==> src/hdl/aes128e_ram.sv <==
// Generic single-write, single-read RAM with registered read data and read enable.
// No dependencies.
`default_nettype none

module aes128e_ram #(
	parameter int WIDTH = 128,
	parameter int DEPTH = 11
) (
	input  wire logic                     clk,
	input  wire logic                     we,
	input  wire logic [$clog2(DEPTH)-1:0] waddr,
	input  wire logic [WIDTH-1:0]         wdata,
	input  wire logic                     re,
	input  wire logic [$clog2(DEPTH)-1:0] raddr,
	output logic      [WIDTH-1:0]         rdata
);

	logic [WIDTH-1:0] mem_q [DEPTH];

	always_ff @(posedge clk) begin
		if (we) begin
			mem_q[waddr] <= wdata;
		end
	end

	always_ff @(posedge clk) begin
		if (re) begin
			rdata <= mem_q[raddr];
		end
	end

endmodule

`default_nettype wire

==> config.mk <==
export PLATFORM = sky130hd
export DESIGN_NAME = aes128e_ram
export DESIGN_NICKNAME = d
export VERILOG_FILES = /design/src/hdl/aes128e_ram.sv
export SDC_FILE = /design/constraint.sdc
export NUM_CORES = 1
export LEC_CHECK = 0
export ABC_CLOCK_PERIOD_IN_PS = 32000
export BUFFER_PORTS_ARGS = -buffer_cell sky130_fd_sc_hd__buf_2
export CAP_MARGIN = 20
export CORE_ASPECT_RATIO = 1.75
export CORE_MARGIN = 8
export CORE_UTILIZATION = 30
export DETAILED_ROUTE_END_ITERATION = 16
export GPL_TIMING_DRIVEN = 0
export PLACE_DENSITY = 0.48
export REMOVE_ABC_BUFFERS = 1
export SETUP_SLACK_MARGIN = 0.5
export SYNTH_ARGS = -nofsm -noshare
export SYNTH_HDL_FRONTEND = slang
export SYNTH_SLANG_ARGS = --single-unit
==> constraint.sdc <==
create_clock -name clk -period 32 [get_ports clk]
set_clock_uncertainty 0.15 [all_clocks]
set_input_delay 6.4 -clock clk [delete_from_list [all_inputs] [get_ports clk]]
set_output_delay 6.4 -clock clk [all_outputs]
set_load 0.1 [all_outputs]
# Word-level counts from Yosys, hierarchy flattened
# Memories as Yosys holds them, arrays and structs flattened. A register that Yosys moved wholly into a read port is not among the register bits.
# Index checks and enable logic that the tools add are counted.
[word_totals]
word_cells = 3
output_inout_bits = 128
ff_bits = 0
n_memories = 1
inputBits = 139
ram_bits = 1408
latch_bits = 0
romBits = 0
[memory_table]
columns = ["name", "words", "word_bits", "rd", "rd_clocked_by_memory_dff", "write_ports", "line_no", "text"]
rows = [
  ["mem_q", 11, 128, 1, 1, 1, "18", "logic [WIDTH-1:0] mem_q [DEPTH];"],
]
[op_classes]
div = 0
shifts = 0
n_mux = 2
n_addsub = 0
n_reduce_logical = 0
bitwise = 0
order_cmp = 0
n_mul = 0
n_eq_ne = 0
[ops]
columns = ["operator", "count"]
rows = [
  ["$mux 1", 2],
]

# Logic depth before layout (Yosys ltp)
[depth]
ltp_word = 2
mapped_depth = 6
depth_no_buf = 3

# Worst setup path before layout
# Ideal clock, no wire load.
[synth_path]
path_type = "input port to flip-flop"
startpoint = "input port waddr[3]"
endpoint = "memory mem_q[0][0], enable pin"
path_buffers = 0
path_slack_ps = 15522
path_stages = 2
t_arrival_ps = 15554
setup_ps = 774
t_required_ps = 31076
cell_sequence = "or3b_2 -> nor3_1"
[synth_rtl]
columns = ["element", "line_no", "text"]
rows = [
  ["from (decl)", "11", "input wire logic [$clog2(DEPTH)-1:0] waddr,"],
  ["to (decl)", "18", ""],
]
# No word-level cell before the write port.

==> impl_summary.log <==
INFO  metric hold_viol_final = 0
INFO  metric kind_of_critical_path = input pin to register
INFO  metric worst_case_headroom_to_the_max_slew_limit = 0.3898
INFO  metric clock_sinks = 1536
INFO  metric most_used_flip_flop_cell_after_synthesis = edfxtp_1
INFO  metric synth-seq-area-share = 0.7852
INFO  metric power.static_leakage = 23.13 nW
INFO  metric depth_of_the_worst_register_to_register_path = 3
INFO  metric post_synth_instance_area = 0.05874 sq mm
INFO  metric cp_buf_inv_count = 4
INFO  metric h_tree_level_count = 4
INFO  metric rr_startpoint = mem_q[3][113]$_DFFE_PP_
INFO  metric critical_path_cell_count = 7
INFO  metric floorplan.rows = 215
INFO  metric rsz0062_at_grt = false
INFO  metric status = completed
INFO  metric critical_path_required = 32.36 ns
INFO  metric syn2layout_area_growth = 19.55%
INFO  metric ordered_cell_list_for_the_critical_path = buf_8, buf_16, buf_16, buf_16, mux2i_1, a22o_1, o31ai_1
INFO  metric critPathSlowestCell = buf_16
INFO  metric min_path_type = register to register
INFO  metric die_w = 350.5 microns
INFO  metric p_int = 3.397 mW
INFO  metric buffer_ports.inserted = 266
INFO  metric synthArstFlopShare = 0
INFO  metric pwr_density_cell = 62.72 mW/mm^2
INFO  metric core_area = 0.1953 sq mm
INFO  metric clk-insertion-delay-late = 0.80 ns
INFO  metric fin_cells = 6139
INFO  metric synth_enable_flop_cells = 1536
INFO  metric number_of_global_route_vias_before_repair = 30612
INFO  metric layout-drive-gt1-share = 0.2940
INFO  metric timing.critical_path.from_type = input pin
INFO  metric number_of_max_cap_violations = 0
INFO  metric report.final.setup_viol = 0
INFO  metric yosysTopAreaCellShare = 0.7852
INFO  metric starting_density = 0.3008
INFO  metric final_antenna_net_count = 0
INFO  metric remaining_drc_errors = 0
INFO  metric critical_path.max_stage_delay = 0.46 ns
INFO  metric cts_inserted_buffers = 160
INFO  metric detail_route.wl_per_cell = 24.68 microns
INFO  metric totalNegativeSetupSlack = 0 ns
INFO  metric worst_pin_slew = 0.9152 ns
INFO  metric placement_setup_slack = 22.18 ns
INFO  metric grt_antenna_before_repair = 43
INFO  metric postCtsResizedCells = 0
INFO  metric multi_input_gate_area_in_the_final_layout = 0.01174 sq mm
INFO  metric wire_length_reported_by_the_detailed_router = 151500 microns
INFO  metric timing.critical_path.mode_cell = buf_16
INFO  metric layout_setup_ws = 22.97 ns
INFO  metric place_inst = 5862
INFO  metric chipHeight = 601.4 microns
INFO  metric grt_pass1_wl = 217600 microns
INFO  metric ff_to_ff_end = rdata[113]$_DFFE_PP_
INFO  metric max-clock-path-buffers = 4
INFO  metric top_level_ports = 267
INFO  metric yosys.area.top_type = edfxtp_1
INFO  metric worst_setup_slack_for_register_to_register_paths = 30.34 ns
INFO  metric clockPowerShare = 0.410
INFO  metric sequential_power_share = 0.518
INFO  metric global_route.overflow_total = 0
INFO  metric worst_ir_drop_vdd = 46.33 uV
INFO  metric gr-usage-all-layers = 0.1401
INFO  metric tritoncts = yes
INFO  metric ys_top_cells_by_area = edfxtp_1 (79%), mux2_2 (7.4%), mux2i_1 (4.4%), a22o_1 (1.9%), o211ai_1 (1.6%)
INFO  metric path_max_fanout = 95
INFO  metric period_minus_slack = 9.034 ns
INFO  metric dieArea = 0.2108 sq mm
INFO  metric power.combinational.fraction = 0.073
INFO  metric syn-instance-count = 3021
INFO  metric routabilityCongestion = 0.6618
INFO  metric period_share = 0.2823
INFO  metric cts_hold_buffers = 0
INFO  metric ys.warnings.count = 0
INFO  metric synth.ff_latch_count = 1536
INFO  metric first_iter_violations = 1625
INFO  metric critical_path_arrival = 9.40 ns
INFO  metric power_switching = 1.008 mW
INFO  metric num-nets-final = 3559
INFO  metric power.total = 4.405 mW
INFO  metric final.hold.worst_slack = 0.4971 ns
INFO  metric register_area = 0.04612 sq mm
INFO  metric hold_path.startpoint = mem_q[10][94]$_DFFE_PP_
INFO  metric largest_net_degree_at_the_start_of_global_routing = 99
INFO  metric switching_share = 0.2288
INFO  metric worst_hold_path.num_cells = 3
INFO  metric detailedRoute.firstPassIterationCount = 6
INFO  metric yosys.cell_types.count = 19
INFO  metric clock-root-buffer = clkbuf_16
INFO  metric timing.critical_path.to_type = register
INFO  metric fmax = 110.7 MHz
INFO  metric num-fill-cells = 18309
INFO  metric cts.repair_timing.setup_buffer_count = 0
INFO  metric num_vias = 29329
INFO  metric detailed_place_hpwl = 92630 microns
INFO  metric clock_pin_slew_on_the_worst_setup_and_hold_paths = 0.06 ns
INFO  metric worstHoldEndpoint = rdata[94]$_DFFE_PP_
INFO  metric synth.avg_cell_area = 19.44 sq um
INFO  metric worst_path_dominant_cell_family = buffers and inverters
INFO  metric max_slew_violation_count = 0
INFO  metric via_per_inst = 4.777
## Yosys cell counts, types with 13 or more instances
cell type,n
a22o_1,128
buf_2,28
buf_4,42
buf_6,13
clkbuf_1,93
edfxtp_1,1536
mux2_2,384
mux2i_1,256
nand2b_1,131
o211ai_1,128
o22ai_1,128
o31ai_1,128
## cell families after synthesis
kind of cell / after synthesis / share of synthesized area
compound gates: 512 / 0.06543
simple gates: 149 / 0.01542
flops: 1536 / 0.7852
buf+inv: 184 / 0.01670
mux: 640 / 0.1172
## routing by layer
layer | GRT usage | vias up | wire [microns]
met5 | 0 | - | 170
met4 | 0.03682 | 26 | 3605
met3 | 0.03194 | 263 | 7970
met2 | 0.2361 | 585 | 73590
met1 | 0.1813 | 15337 | 66190
li1 | - | 13118 | -
## flip-flops by register name, indices dropped and copies added (netlist names)
name / flops
rdata: 128
mem_q: 1408
## placed cells by master, fill, tap and decap left out, types with 28 or more instances in the layout
| master | n |
|---|---|
| o22ai_1 | 128 |
| edfxtp_1 | 1536 |
| buf_2 | 262 |
| mux2i_1 | 256 |
| nand2b_1 | 130 |
| o31ai_1 | 128 |
| buf_12 | 63 |
| buf_6 | 59 |
| clkinv_1 | 29 |
| clkbuf_16 | 162 |
| o211ai_1 | 128 |
| mux2_2 | 384 |
| buf_16 | 28 |
| a22o_1 | 128 |
## area by class of cell
| class | count | area share |
|---|---|---|
| multi-input combinational | 1301 | 0.1672 |
| clock inverter | 83 | 0.01135 |
| tap | 2604 | 0.04639 |
| clock buffer | 186 | 0.05901 |
| antenna | 8 | 0.0002851 |
| timing repair buffer | 421 | 0.05899 |
| sequential | 1536 | 0.6568 |
## per-stage QoR
| stage | utilization | cell area, sq um |
|---|---|---|
| final | 0.3596 | 70230 |
| after detailed placement | 0.3342 | 65270 |
| after floorplan | - | 57760 |
| after global placement | 0.3193 | 62350 |
| after global routing | 0.3595 | 70210 |
| after CTS | 0.3595 | 70210 |
## worst max path at each step
stage,startpoint,endpoint,slack [ns]
after floorplan,waddr[3],mem_q[0][0]$_DFFE_PP_,15.52
after global placement,raddr[1],rdata[50]$_DFFE_PP_,-0.90
after detailed placement,raddr[0],rdata[41]$_DFFE_PP_,22.18
after CTS,raddr[0],rdata[41]$_DFFE_PP_,23.04
after global routing,raddr[0],rdata[41]$_DFFE_PP_,22.87
final,raddr[0],rdata[41]$_DFFE_PP_,22.97
## power by group through the flow
stage	logic [mW]	registers [mW]	clock network [mW]
floorplan	0.0921	2.42	0
global placement	0.370	2.34	0
detailed placement	0.329	2.32	0
CTS	0.330	2.28	1.87
global route	0.342	2.28	1.93
finish	0.321	2.28	1.80
## worst reg2reg max path: cells and delay by family, from the launching register on
family | cells | cell delay, ns
AOI/OAI and AO/OA | 2 | 0.82
DFF | 1 | 0.33
muxes | 1 | 0.07
(Power assumes the default switching activity.)
