$ cat src/hdl/aes128e_pkg.sv
// Shared types, S-box table and GF(2^8) helpers for the AES-128 encrypt core.
// No dependencies.
`default_nettype none

package aes128e_pkg;

	typedef enum logic [2:0] {
		ST_IDLE = 3'b001,
		ST_ADD0 = 3'b010,
		ST_RUN  = 3'b100
	} aes_state_t;

	localparam logic [7:0] GF_POLY = 8'h1b;

	localparam logic [7:0] SBOX [0:255] = '{
		8'h63, 8'h7c, 8'h77, 8'h7b, 8'hf2, 8'h6b, 8'h6f, 8'hc5,
		8'h30, 8'h01, 8'h67, 8'h2b, 8'hfe, 8'hd7, 8'hab, 8'h76,
		8'hca, 8'h82, 8'hc9, 8'h7d, 8'hfa, 8'h59, 8'h47, 8'hf0,
		8'had, 8'hd4, 8'ha2, 8'haf, 8'h9c, 8'ha4, 8'h72, 8'hc0,
		8'hb7, 8'hfd, 8'h93, 8'h26, 8'h36, 8'h3f, 8'hf7, 8'hcc,
		8'h34, 8'ha5, 8'he5, 8'hf1, 8'h71, 8'hd8, 8'h31, 8'h15,
		8'h04, 8'hc7, 8'h23, 8'hc3, 8'h18, 8'h96, 8'h05, 8'h9a,
		8'h07, 8'h12, 8'h80, 8'he2, 8'heb, 8'h27, 8'hb2, 8'h75,
		8'h09, 8'h83, 8'h2c, 8'h1a, 8'h1b, 8'h6e, 8'h5a, 8'ha0,
		8'h52, 8'h3b, 8'hd6, 8'hb3, 8'h29, 8'he3, 8'h2f, 8'h84,
		8'h53, 8'hd1, 8'h00, 8'hed, 8'h20, 8'hfc, 8'hb1, 8'h5b,
		8'h6a, 8'hcb, 8'hbe, 8'h39, 8'h4a, 8'h4c, 8'h58, 8'hcf,
		8'hd0, 8'hef, 8'haa, 8'hfb, 8'h43, 8'h4d, 8'h33, 8'h85,
		8'h45, 8'hf9, 8'h02, 8'h7f, 8'h50, 8'h3c, 8'h9f, 8'ha8,
		8'h51, 8'ha3, 8'h40, 8'h8f, 8'h92, 8'h9d, 8'h38, 8'hf5,
		8'hbc, 8'hb6, 8'hda, 8'h21, 8'h10, 8'hff, 8'hf3, 8'hd2,
		8'hcd, 8'h0c, 8'h13, 8'hec, 8'h5f, 8'h97, 8'h44, 8'h17,
		8'hc4, 8'ha7, 8'h7e, 8'h3d, 8'h64, 8'h5d, 8'h19, 8'h73,
		8'h60, 8'h81, 8'h4f, 8'hdc, 8'h22, 8'h2a, 8'h90, 8'h88,
		8'h46, 8'hee, 8'hb8, 8'h14, 8'hde, 8'h5e, 8'h0b, 8'hdb,
		8'he0, 8'h32, 8'h3a, 8'h0a, 8'h49, 8'h06, 8'h24, 8'h5c,
		8'hc2, 8'hd3, 8'hac, 8'h62, 8'h91, 8'h95, 8'he4, 8'h79,
		8'he7, 8'hc8, 8'h37, 8'h6d, 8'h8d, 8'hd5, 8'h4e, 8'ha9,
		8'h6c, 8'h56, 8'hf4, 8'hea, 8'h65, 8'h7a, 8'hae, 8'h08,
		8'hba, 8'h78, 8'h25, 8'h2e, 8'h1c, 8'ha6, 8'hb4, 8'hc6,
		8'he8, 8'hdd, 8'h74, 8'h1f, 8'h4b, 8'hbd, 8'h8b, 8'h8a,
		8'h70, 8'h3e, 8'hb5, 8'h66, 8'h48, 8'h03, 8'hf6, 8'h0e,
		8'h61, 8'h35, 8'h57, 8'hb9, 8'h86, 8'hc1, 8'h1d, 8'h9e,
		8'he1, 8'hf8, 8'h98, 8'h11, 8'h69, 8'hd9, 8'h8e, 8'h94,
		8'h9b, 8'h1e, 8'h87, 8'he9, 8'hce, 8'h55, 8'h28, 8'hdf,
		8'h8c, 8'ha1, 8'h89, 8'h0d, 8'hbf, 8'he6, 8'h42, 8'h68,
		8'h41, 8'h99, 8'h2d, 8'h0f, 8'hb0, 8'h54, 8'hbb, 8'h16
	};

	function automatic logic [7:0] sbox(input logic [7:0] x);
		return SBOX[x];
	endfunction

	// multiply by x in GF(2^8)
	function automatic logic [7:0] xtime(input logic [7:0] x);
		return {x[6:0], 1'b0} ^ (x[7] ? GF_POLY : 8'h00);
	endfunction

endpackage

`default_nettype wire

$ cat src/hdl/aes128e_lane.sv
// One column lane of an AES round: SubBytes, optional MixColumns, AddRoundKey.
// Depends on aes128e_pkg.
`default_nettype none

module aes128e_lane
	import aes128e_pkg::*;
(
	input  wire logic [31:0] col_in,   // row 0 in [31:24], already row-shifted
	input  wire logic        mix_en,
	input  wire logic [31:0] rkey,
	output logic      [31:0] col_out
);

	logic [7:0] sb  [4];
	logic [7:0] mx  [4];
	logic [7:0] all;

	always_comb begin
		for (int r = 0; r < 4; r++) begin
			sb[r] = sbox(col_in[31-8*r -: 8]);
		end
		all = sb[0] ^ sb[1] ^ sb[2] ^ sb[3];
		for (int r = 0; r < 4; r++) begin
			mx[r] = sb[r] ^ xtime(sb[r] ^ sb[(r+1)%4]) ^ all;
		end
		for (int r = 0; r < 4; r++) begin
			col_out[31-8*r -: 8] = (mix_en ? mx[r] : sb[r]) ^ rkey[31-8*r -: 8];
		end
	end

endmodule

`default_nettype wire

$ cat config.mk
export PLATFORM = sky130hd
export DESIGN_NAME = aes128e_lane
export DESIGN_NICKNAME = d
export VERILOG_FILES = /design/src/hdl/aes128e_pkg.sv /design/src/hdl/aes128e_lane.sv
export SDC_FILE = /design/constraint.sdc
export NUM_CORES = 1
export LEC_CHECK = 0
export BUFFER_PORTS_ARGS = -buffer_cell sky130_fd_sc_hd__buf_2
export CORE_AREA = 2 2 233 235
export DETAILED_ROUTE_END_ITERATION = 10
export DIE_AREA = 0 0 235 237
export SLEW_MARGIN = 0
export SYNTH_ARGS = -nofsm -noshare
export SYNTH_HDL_FRONTEND = slang
export SYNTH_SLANG_ARGS = --single-unit
$ cat constraint.sdc
create_clock -name vclk -period 6.85
set_input_delay 1.37 -clock vclk [all_inputs]
set_output_delay 1.37 -clock vclk [all_outputs]
set_load 0.1 [all_outputs]
# Yosys cells after proc, flatten, opt, wreduce, memory -nomap -nowiden
# Memory sizes are Yosys's and may differ from the RTL's.
# Index checks and enable logic that the tools add are counted.
# W data, S select, Z words.
[op_classes] n_lt_le_gt_ge=4 mux=16 bitwise_logic=26
[op_table] cell="$xor A8 B8 Y8" n=18
[op_table] cell="$mux W8" n=12
[op_table] cell="$ge A9 B9 Y1 const B" n=4
[op_table] cell="$not A8 Y9" n=4
[op_table] cell="$xor A8 B5 Y8" n=4
[op_table] cell="$mux W5" n=4
[totals] register_bits=0 romBits=8192 output_inout_bits=32 memories=4
[memory_table] memory="(name not given)" depth=256 width=8 read_ports=1 rd_clocked_by_memory_dff=0 write_ports=0 line="aes128e_pkg.sv:51" text="return SBOX[x];"
[memory_table] memory="(name not given)" depth=256 width=8 read_ports=1 rd_clocked_by_memory_dff=0 write_ports=0 line="aes128e_pkg.sv:51"
[memory_table] memory="(name not given)" depth=256 width=8 read_ports=1 rd_clocked_by_memory_dff=0 write_ports=0 line="aes128e_pkg.sv:51"
[memory_table] memory="(name not given)" depth=256 width=8 read_ports=1 rd_clocked_by_memory_dff=0 write_ports=0 line="aes128e_pkg.sv:51"

# Logic depth before layout (Yosys ltp)
# Gate-level depths: netlist of run 1.
[logic_depth] ltp_word=11 ltp_mapped=15 ltp_nobuf=12

# Least setup slack after synthesis of run 1
# Ideal clock, no wire load.
[synth_timing] kind="in2out" from="in col_in[1]" to="out col_out[3]" arrival_time_ns=6.235 path_slack_ns=-0.755 cell_stages=15 n_path_buf=3 cell_sequence="buf_2 clkbuf_1 inv_1 ha_1 nand2b_1 clkbuf_1 nand2_1 a21oi_1 mux4_2 mux4_2 xnor2_4 xnor3_1 xnor3_1 nand2_1 xnor2_1"
[synth_via] elab_chain_cells=11
[synth_lines] item="from (decl)" line="aes128e_lane.sv:8" text="input wire logic [31:0] col_in,"
[synth_lines] item="$not A8 Y9 (implied by the code) (*)" line="aes128e_pkg.sv:51"
[synth_lines] item="$mem_v2 Z256 W8 (*)"
[synth_lines] item="$mux W8 (implied by the code) (*) (2 in series)" line="aes128e_pkg.sv:51"
[synth_lines] item="$xor A8 B8 Y8" line="aes128e_lane.sv:24" text="mx[r] = sb[r] ^ xtime(sb[r] ^ sb[(r+1)%4]) ^ all;"
[synth_lines] item="$mux W5" line="aes128e_pkg.sv:56" text="return {x[6:0], 1'b0} ^ (x[7] ? GF_POLY : 8'h00);"
[synth_lines] item="$xor A8 B5 Y8" line="aes128e_pkg.sv:56"
[synth_lines] item="$xor A8 B8 Y8 (2 in series)" line="aes128e_lane.sv:24"
[synth_lines] item="$mux W8 (*)" line="aes128e_lane.sv:27" text="col_out[31-8*r -: 8] = (mix_en ? mx[r] : sb[r]) ^ rkey[31-8*r -: 8];"
[synth_lines] item="$xor A8 B8 Y8 (*)" line="aes128e_lane.sv:27"
[synth_lines] item="to (decl)" line="aes128e_lane.sv:11" text="output logic [31:0] col_out"
# Mark *: on every way between the ends. The rest lies on a longest branch, timed or not. The select of a mux whose other input is x is not followed.

# Worst setup path in the final report of run 1
[layout_timing] from="in col_in[8]" to="out col_out[11]"
# Same word-level chain as after synthesis.

==> run_results.csv, run 1 <==
group,metric,value,unit
pwr,peakVddDrop,0.258,mV
synth,synth_top_family_by_area,"compound AO/OA/AOI/OAI gates",
pwr,p_leak,7.27,nW
synth,netlist_top_cells_area,"mux4_2, o21ai_0, a21oi_1",
synth,synth_cells,2287,
timing,hold_viol_final,0,
synth,synth_fp_nets,2410,
setup_path,crit_path_top_delay_cell,"o21ai_0",
setup_path,max_stage_delay,0.48,ns
synth,yosys.area.top_type,"mux4_2",
floorplan,die_h,237,um
global_routing,antenna_found_initial,2,
synth,synth-warning-count,0,
timing,setup_viol,0,
setup_path,setup.worst_path.class,"in -> out",
synth,synth_compound_area_share,36.9,%
final_layout,clock_buffers,0,
synth,synth_xor_area_share,10.0,%
synth,synth_mux_area_share,12.4,%
synth,avgSynthCellArea,6.93,um2
timing,fin_crit_sh,98.6,%
outcome,outcome,"finished, final reports clean",
drt,drt_iter0_markers,4097,
placement,place_congestion,1.04,
floorplan,rows,85,
setup_path,critical_path.cell_chain,"buf_2, buf_4, ha_1, and2_1, o21ai_0, a221oi_1, o31ai_1, o41ai_1, o21ai_2, xor2_4, xnor3_1, nor2_1, buf_4, xor2_4, buf_12",
drt,drcViolationCount,0,
floorplan,core-area,53300,um2
floorplan,die_width,235,um
final_layout,design.seq.count,0,
global_routing,globalRouteTotalUtil,27.8,%
drt,postRouteAntennaNets,0,
timing,worst_pin_slew,0.791,ns
timing,relSlewSlack,45.9,%
final_layout,area_delta_synth_final,18.5,%
setup_path,worst_setup_path_start_kind,"input port",
floorplan,io_pins,97,
placement,io_buffers,97,
final_layout,drive_gt1_share,23.0,%
synth,syn_area,15900,um2
drt,wl_per_cell,26.7,um
setup_path,crit_required,5.48,ns
setup_path,cp_top_family,"compound AO/OA/AOI/OAI gates",
job,cap_violations,0,
timing,post-route-min-period,6.75,ns
drt,routed_wl,81.6,mm
synth,synth.top_cell.area_share,9.38,%
placement,placed_cells,3053,
synth,synth_adder_area_share,4.58,%
synth,ys_seq_area_share,0,%
drt,dr.pass1.iters,7,
pwr,power.density,205,nW/um2
timing,slew_violations,0,
floorplan,initial_utilization,29.8,%
global_routing,grt_pass1_vias,19300,
placement,place_area,18800,um2
drt,vias,20500,
setup_path,crit_fanout,12,
final_layout,post-route-cell-area,18800,um2
synth,synth_simple_gate_area_share,25.8,%
global_routing,grt_overflow,0,
final_layout,nets,2482,
clocking,ctsHoldBuffers,0,
final_layout,diodes,0,
global_routing,grt_max_degree,62,
drt,viasPerCell,6.72,
synth,synth_cell_types,110,
setup_path,crit_path_end_kind,"output pin",
setup_path,worst-path-buf-inv,4,
placement,hpwl,60.1,mm
floorplan,die-area,55700,um2
setup_path,crit_arrival,5.38,ns
final_layout,area.sequential,0,um2
global_routing,grt_pass1_wl,123,mm
worst_hold_path,worstHoldPathType,"in -> out",
timing,max_freq,148,MHz
final_layout,final_cells,3053,
timing,rsz0062_at_grt,"false",
[logic make-up (layout without fill, tap and decap cells)]
family / Yosys count / count (layout)
adder cells (fa/ha/maj): 58 / 58
AND/OR/NAND/NOR: 806 / 806
XOR/XNOR: 137 / 137
buffers and inverters: 332 / 402
AO/OA/AOI/OAI: 843 / 843
multiplexers: 111 / 111
[stage by stage]
| step | util (%) | TNS, ns | setup WS, ns | hold WS [ns] | total power [W] |
|---|---|---|---|---|---|
| detailed placement | 35.2 | 0 | 0.0289 | 3.09 | 0.00381 |
| CTS | 35.2 | 0 | 0.0170 | 3.09 | 0.00382 |
| global route | 35.3 | 0 | 0.00161 | 3.10 | 0.00400 |
| global placement | 35.2 | 0 | 0.0399 | 3.09 | 0.00382 |
| finish | 35.3 | 0 | 0.0987 | 3.09 | 0.00386 |
| floorplan | - | -0.138 | -0.138 | 2.95 | 0.00255 |
[cell usage after synthesis (all sizes together), types with 32 or more instances]
cell / n
mux2i: 32
nand2b: 81
a211oi: 38
inv: 36
nand2: 175
mux4: 67
xnor2: 80
o211ai: 39
nor2b: 91
nor3: 76
a31oi: 45
a21oi: 169
nor2: 185
buf: 177
ha: 58
o31ai: 33
o21ai: 194
nand3: 65
clkbuf: 109
xor2: 36
o311ai: 35
[metal layers]
metal | vias to the layer above | share of wire, % | routed length [um] | track usage [%]
li1 | 8767 | - | - | -
met1 | 9595 | 40 | 32300 | 38.6
met2 | 1826 | 42 | 34600 | 42.4
met3 | 313 | 13 | 10900 | 5.35
met4 | 2 | 4.6 | 3780 | 10.2
met5 | - | 0.015 | 12 | 0
[where the power goes]
part	internal (W)	switching [W]	leakage, nW
clock network	0	0	0
logic	0.00154	0.00231	7.27
registers	0	0	0
[path summary, 6_finish.rpt]
check / startpoint / endpoint / slack (ns) / depth (start not counted)
worst max-delay path: col_in[8] / col_out[11] / 0.1 / 15
worst min-delay path: rkey[5] / col_out[5] / 3.09 / 3
[repair_timing]
action	CTS	global route
gates resized for setup	0	10
buffers inserted	0	0
setup endpoints to repair	0	19
[final cells by class]
class | count | area, um2
timing repair buffer | 356 | 3110
fill | 5638 | 34500
tap | 696 | 871
multi-input combinational | 1955 | 14600
inverter | 46 | 173
[placed cells by master, fill, tap and decap left out, types with 65 or more instances in the layout]
master / n
nand2_1: 174
buf_4: 249
nand2b_1: 81
nor3_1: 75
mux4_2: 66
a21oi_1: 169
nor2_1: 181
nor2b_1: 90
nand3_1: 65
o21ai_0: 189
No activity file was read; power rests on OpenSTA's default activity.
==> run 2, diff against run 1 <==
clock period = 6.75 ns   (was 6.85 ns; I/O delays follow)
==> run_results.csv, run 2 (same netlist as run 1, synthesis figures left out) <==
group,metric,value,unit
outcome,outcome,"finished, final reports clean",
floorplan,die-area,55700,um2
pwr,p_clk_share,0,%
global_routing,globalRouteTotalUtil,28.5,%
placement,hpwl,62.6,mm
setup_path,critical_path.cell_chain,"buf_2, buf_12, ha_1, or2_2, a211oi_1, buf_4, a2111oi_0, a311o_1, a32o_2, xor2_2, buf_4, xnor2_1, xnor2_1, o21ai_0, xnor2_2, buf_12",
timing,fin_crit_sh,98.8,%
worst_hold_path,hold-path-endpoint,"col_out[5]",
pwr,internal_power,0.00163,W
final_layout,clock_buffers,0,
drt,postRouteAntennaNets,0,
setup_path,crit_required,5.40,ns
drt,wl_per_cell,27.0,um
final_layout,final_common_cell,"buf_4",
placement,place_congestion,1.02,
floorplan,die_h,237,um
drt,viasPerCell,6.63,
clocking,ctsHoldBuffers,0,
drt,vias,20500,
timing,max_freq,150,MHz
floorplan,io_pins,97,
setup_path,max_stage_delay,0.48,ns
timing,setup_viol,0,
final_layout,multi_input_area,14700,um2
floorplan,initial_utilization,29.8,%
pwr,power.density,209,nW/um2
final_layout,post-route-cell-area,19200,um2
drt,dr.pass1.iters,7,
final_layout,drive_gt1_share,24.4,%
pwr,peakVddDrop,0.287,mV
pwr,pwr-share-seq,0,%
drt,drt_iter0_markers,3764,
setup_path,crit_path_end_kind,"output pin",
global_routing,antenna_found_initial,2,
global_routing,grt_max_degree,82,
floorplan,rows,85,
final_layout,fillers,5613,
job,cap_violations,0,
timing,hold_viol_final,0,
clocking,cts_resized,0,
clocking,cts_setup_buffers,0,
final_layout,area_delta_synth_final,21.3,%
final_layout,final_cells,3097,
pwr,p_leak,7.51,nW
global_routing,grt_pass1_vias,19100,
global_routing,grt_pass1_wl,125,mm
final_layout,layout.cells.most_common_list,"buf_4, o21ai_0, nor2_1",
setup_path,worst_setup_path_start_kind,"input port",
drt,routed_wl,83.7,mm
pwr,p_sw_share,59.4,%
final_layout,diodes,0,
pwr,p_switching,0.00238,W
timing,tns,0,ns
pwr,power,0.00401,W
setup_path,crit_fanout,23,
placement,placed_cells,3097,
setup_path,crit_arrival,5.32,ns
placement,io_buffers,97,
final_layout,nets,2526,
global_routing,grt_overflow,0,
timing,rsz0062_at_grt,"true",
worst_hold_path,min_path_cells,3,
final_layout,design.seq.count,0,
floorplan,die_width,235,um
timing,relSlewSlack,33.8,%
pwr,p_comb_share,100.0,%
worst_hold_path,worstHoldPathType,"in -> out",
timing,slew_violations,0,
placement,place_area,19200,um2
setup_path,crit_path_top_delay_cell,"or2_2",
worst_hold_path,hp-start,"rkey[5]",
setup_path,setup.worst_path.class,"in -> out",
drt,drcViolationCount,0,
final_layout,area.sequential,0,um2
floorplan,core-area,53300,um2
timing,post-route-min-period,6.67,ns
timing,worst_pin_slew,0.990,ns
run 2: worst max path at each step:
stage                    start          end  slack, ns
floorplan            col_in[1]   col_out[3]      -0.20
global placement     col_in[8]  col_out[19]       0.13
CTS                 col_in[24]   col_out[7]       0.13
detailed placement  col_in[24]   col_out[7]       0.14
finish              col_in[24]   col_out[7]       0.08
global route        col_in[24]   col_out[7]    -0.0002
run 2: power by group through the flow:
stage | registers (W) | clock network, W | logic (W)
6_report | 0 | 0 | 0.00401
5_1_grt | 0 | 0 | 0.00416
4_1_cts | 0 | 0 | 0.00397
3_5_place_dp | 0 | 0 | 0.00397
3_3_place_gp | 0 | 0 | 0.00398
2_1_floorplan | 0 | 0 | 0.00260
run 2: layout make-up:
type / instances / area share [%]
inverter: 46 / 0.898
timing repair buffer: 400 / 18.2
multi-input combinational: 1955 / 76.4
tap: 696 / 4.53
run 2: metal layers:
layer / track usage, % / up-vias / part of all wire (%)
met5: 0 / - / 0.016
met4: 10.7 / 2 / 5.0
met3: 4.57 / 291 / 12
met2: 43.1 / 1709 / 42
met1: 40.5 / 9675 / 41
li1: - / 8870 / -
run 2: critical path: cells and delay by family:
| kind | cells | cell delay [ns] |
|---|---|---|
| adder cells (fa/ha/maj) | 1 | 0.35 |
| buffers and inverters | 5 | 0.87 |
| AO/OA/AOI/OAI | 5 | 1.57 |
| XOR/XNOR | 4 | 0.67 |
| AND/OR/NAND/NOR | 1 | 0.48 |
run 2: metrics by stage:
stage	util (%)	worst slack [ns]	hold WS [ns]
floorplan	-	-0.198	2.91
global placement	36.0	0.129	3.04
detailed placement	36.0	0.140	3.05
CTS	36.0	0.134	3.05
global route	36.1	-0.000175	3.05
finish	36.1	0.0828	3.05
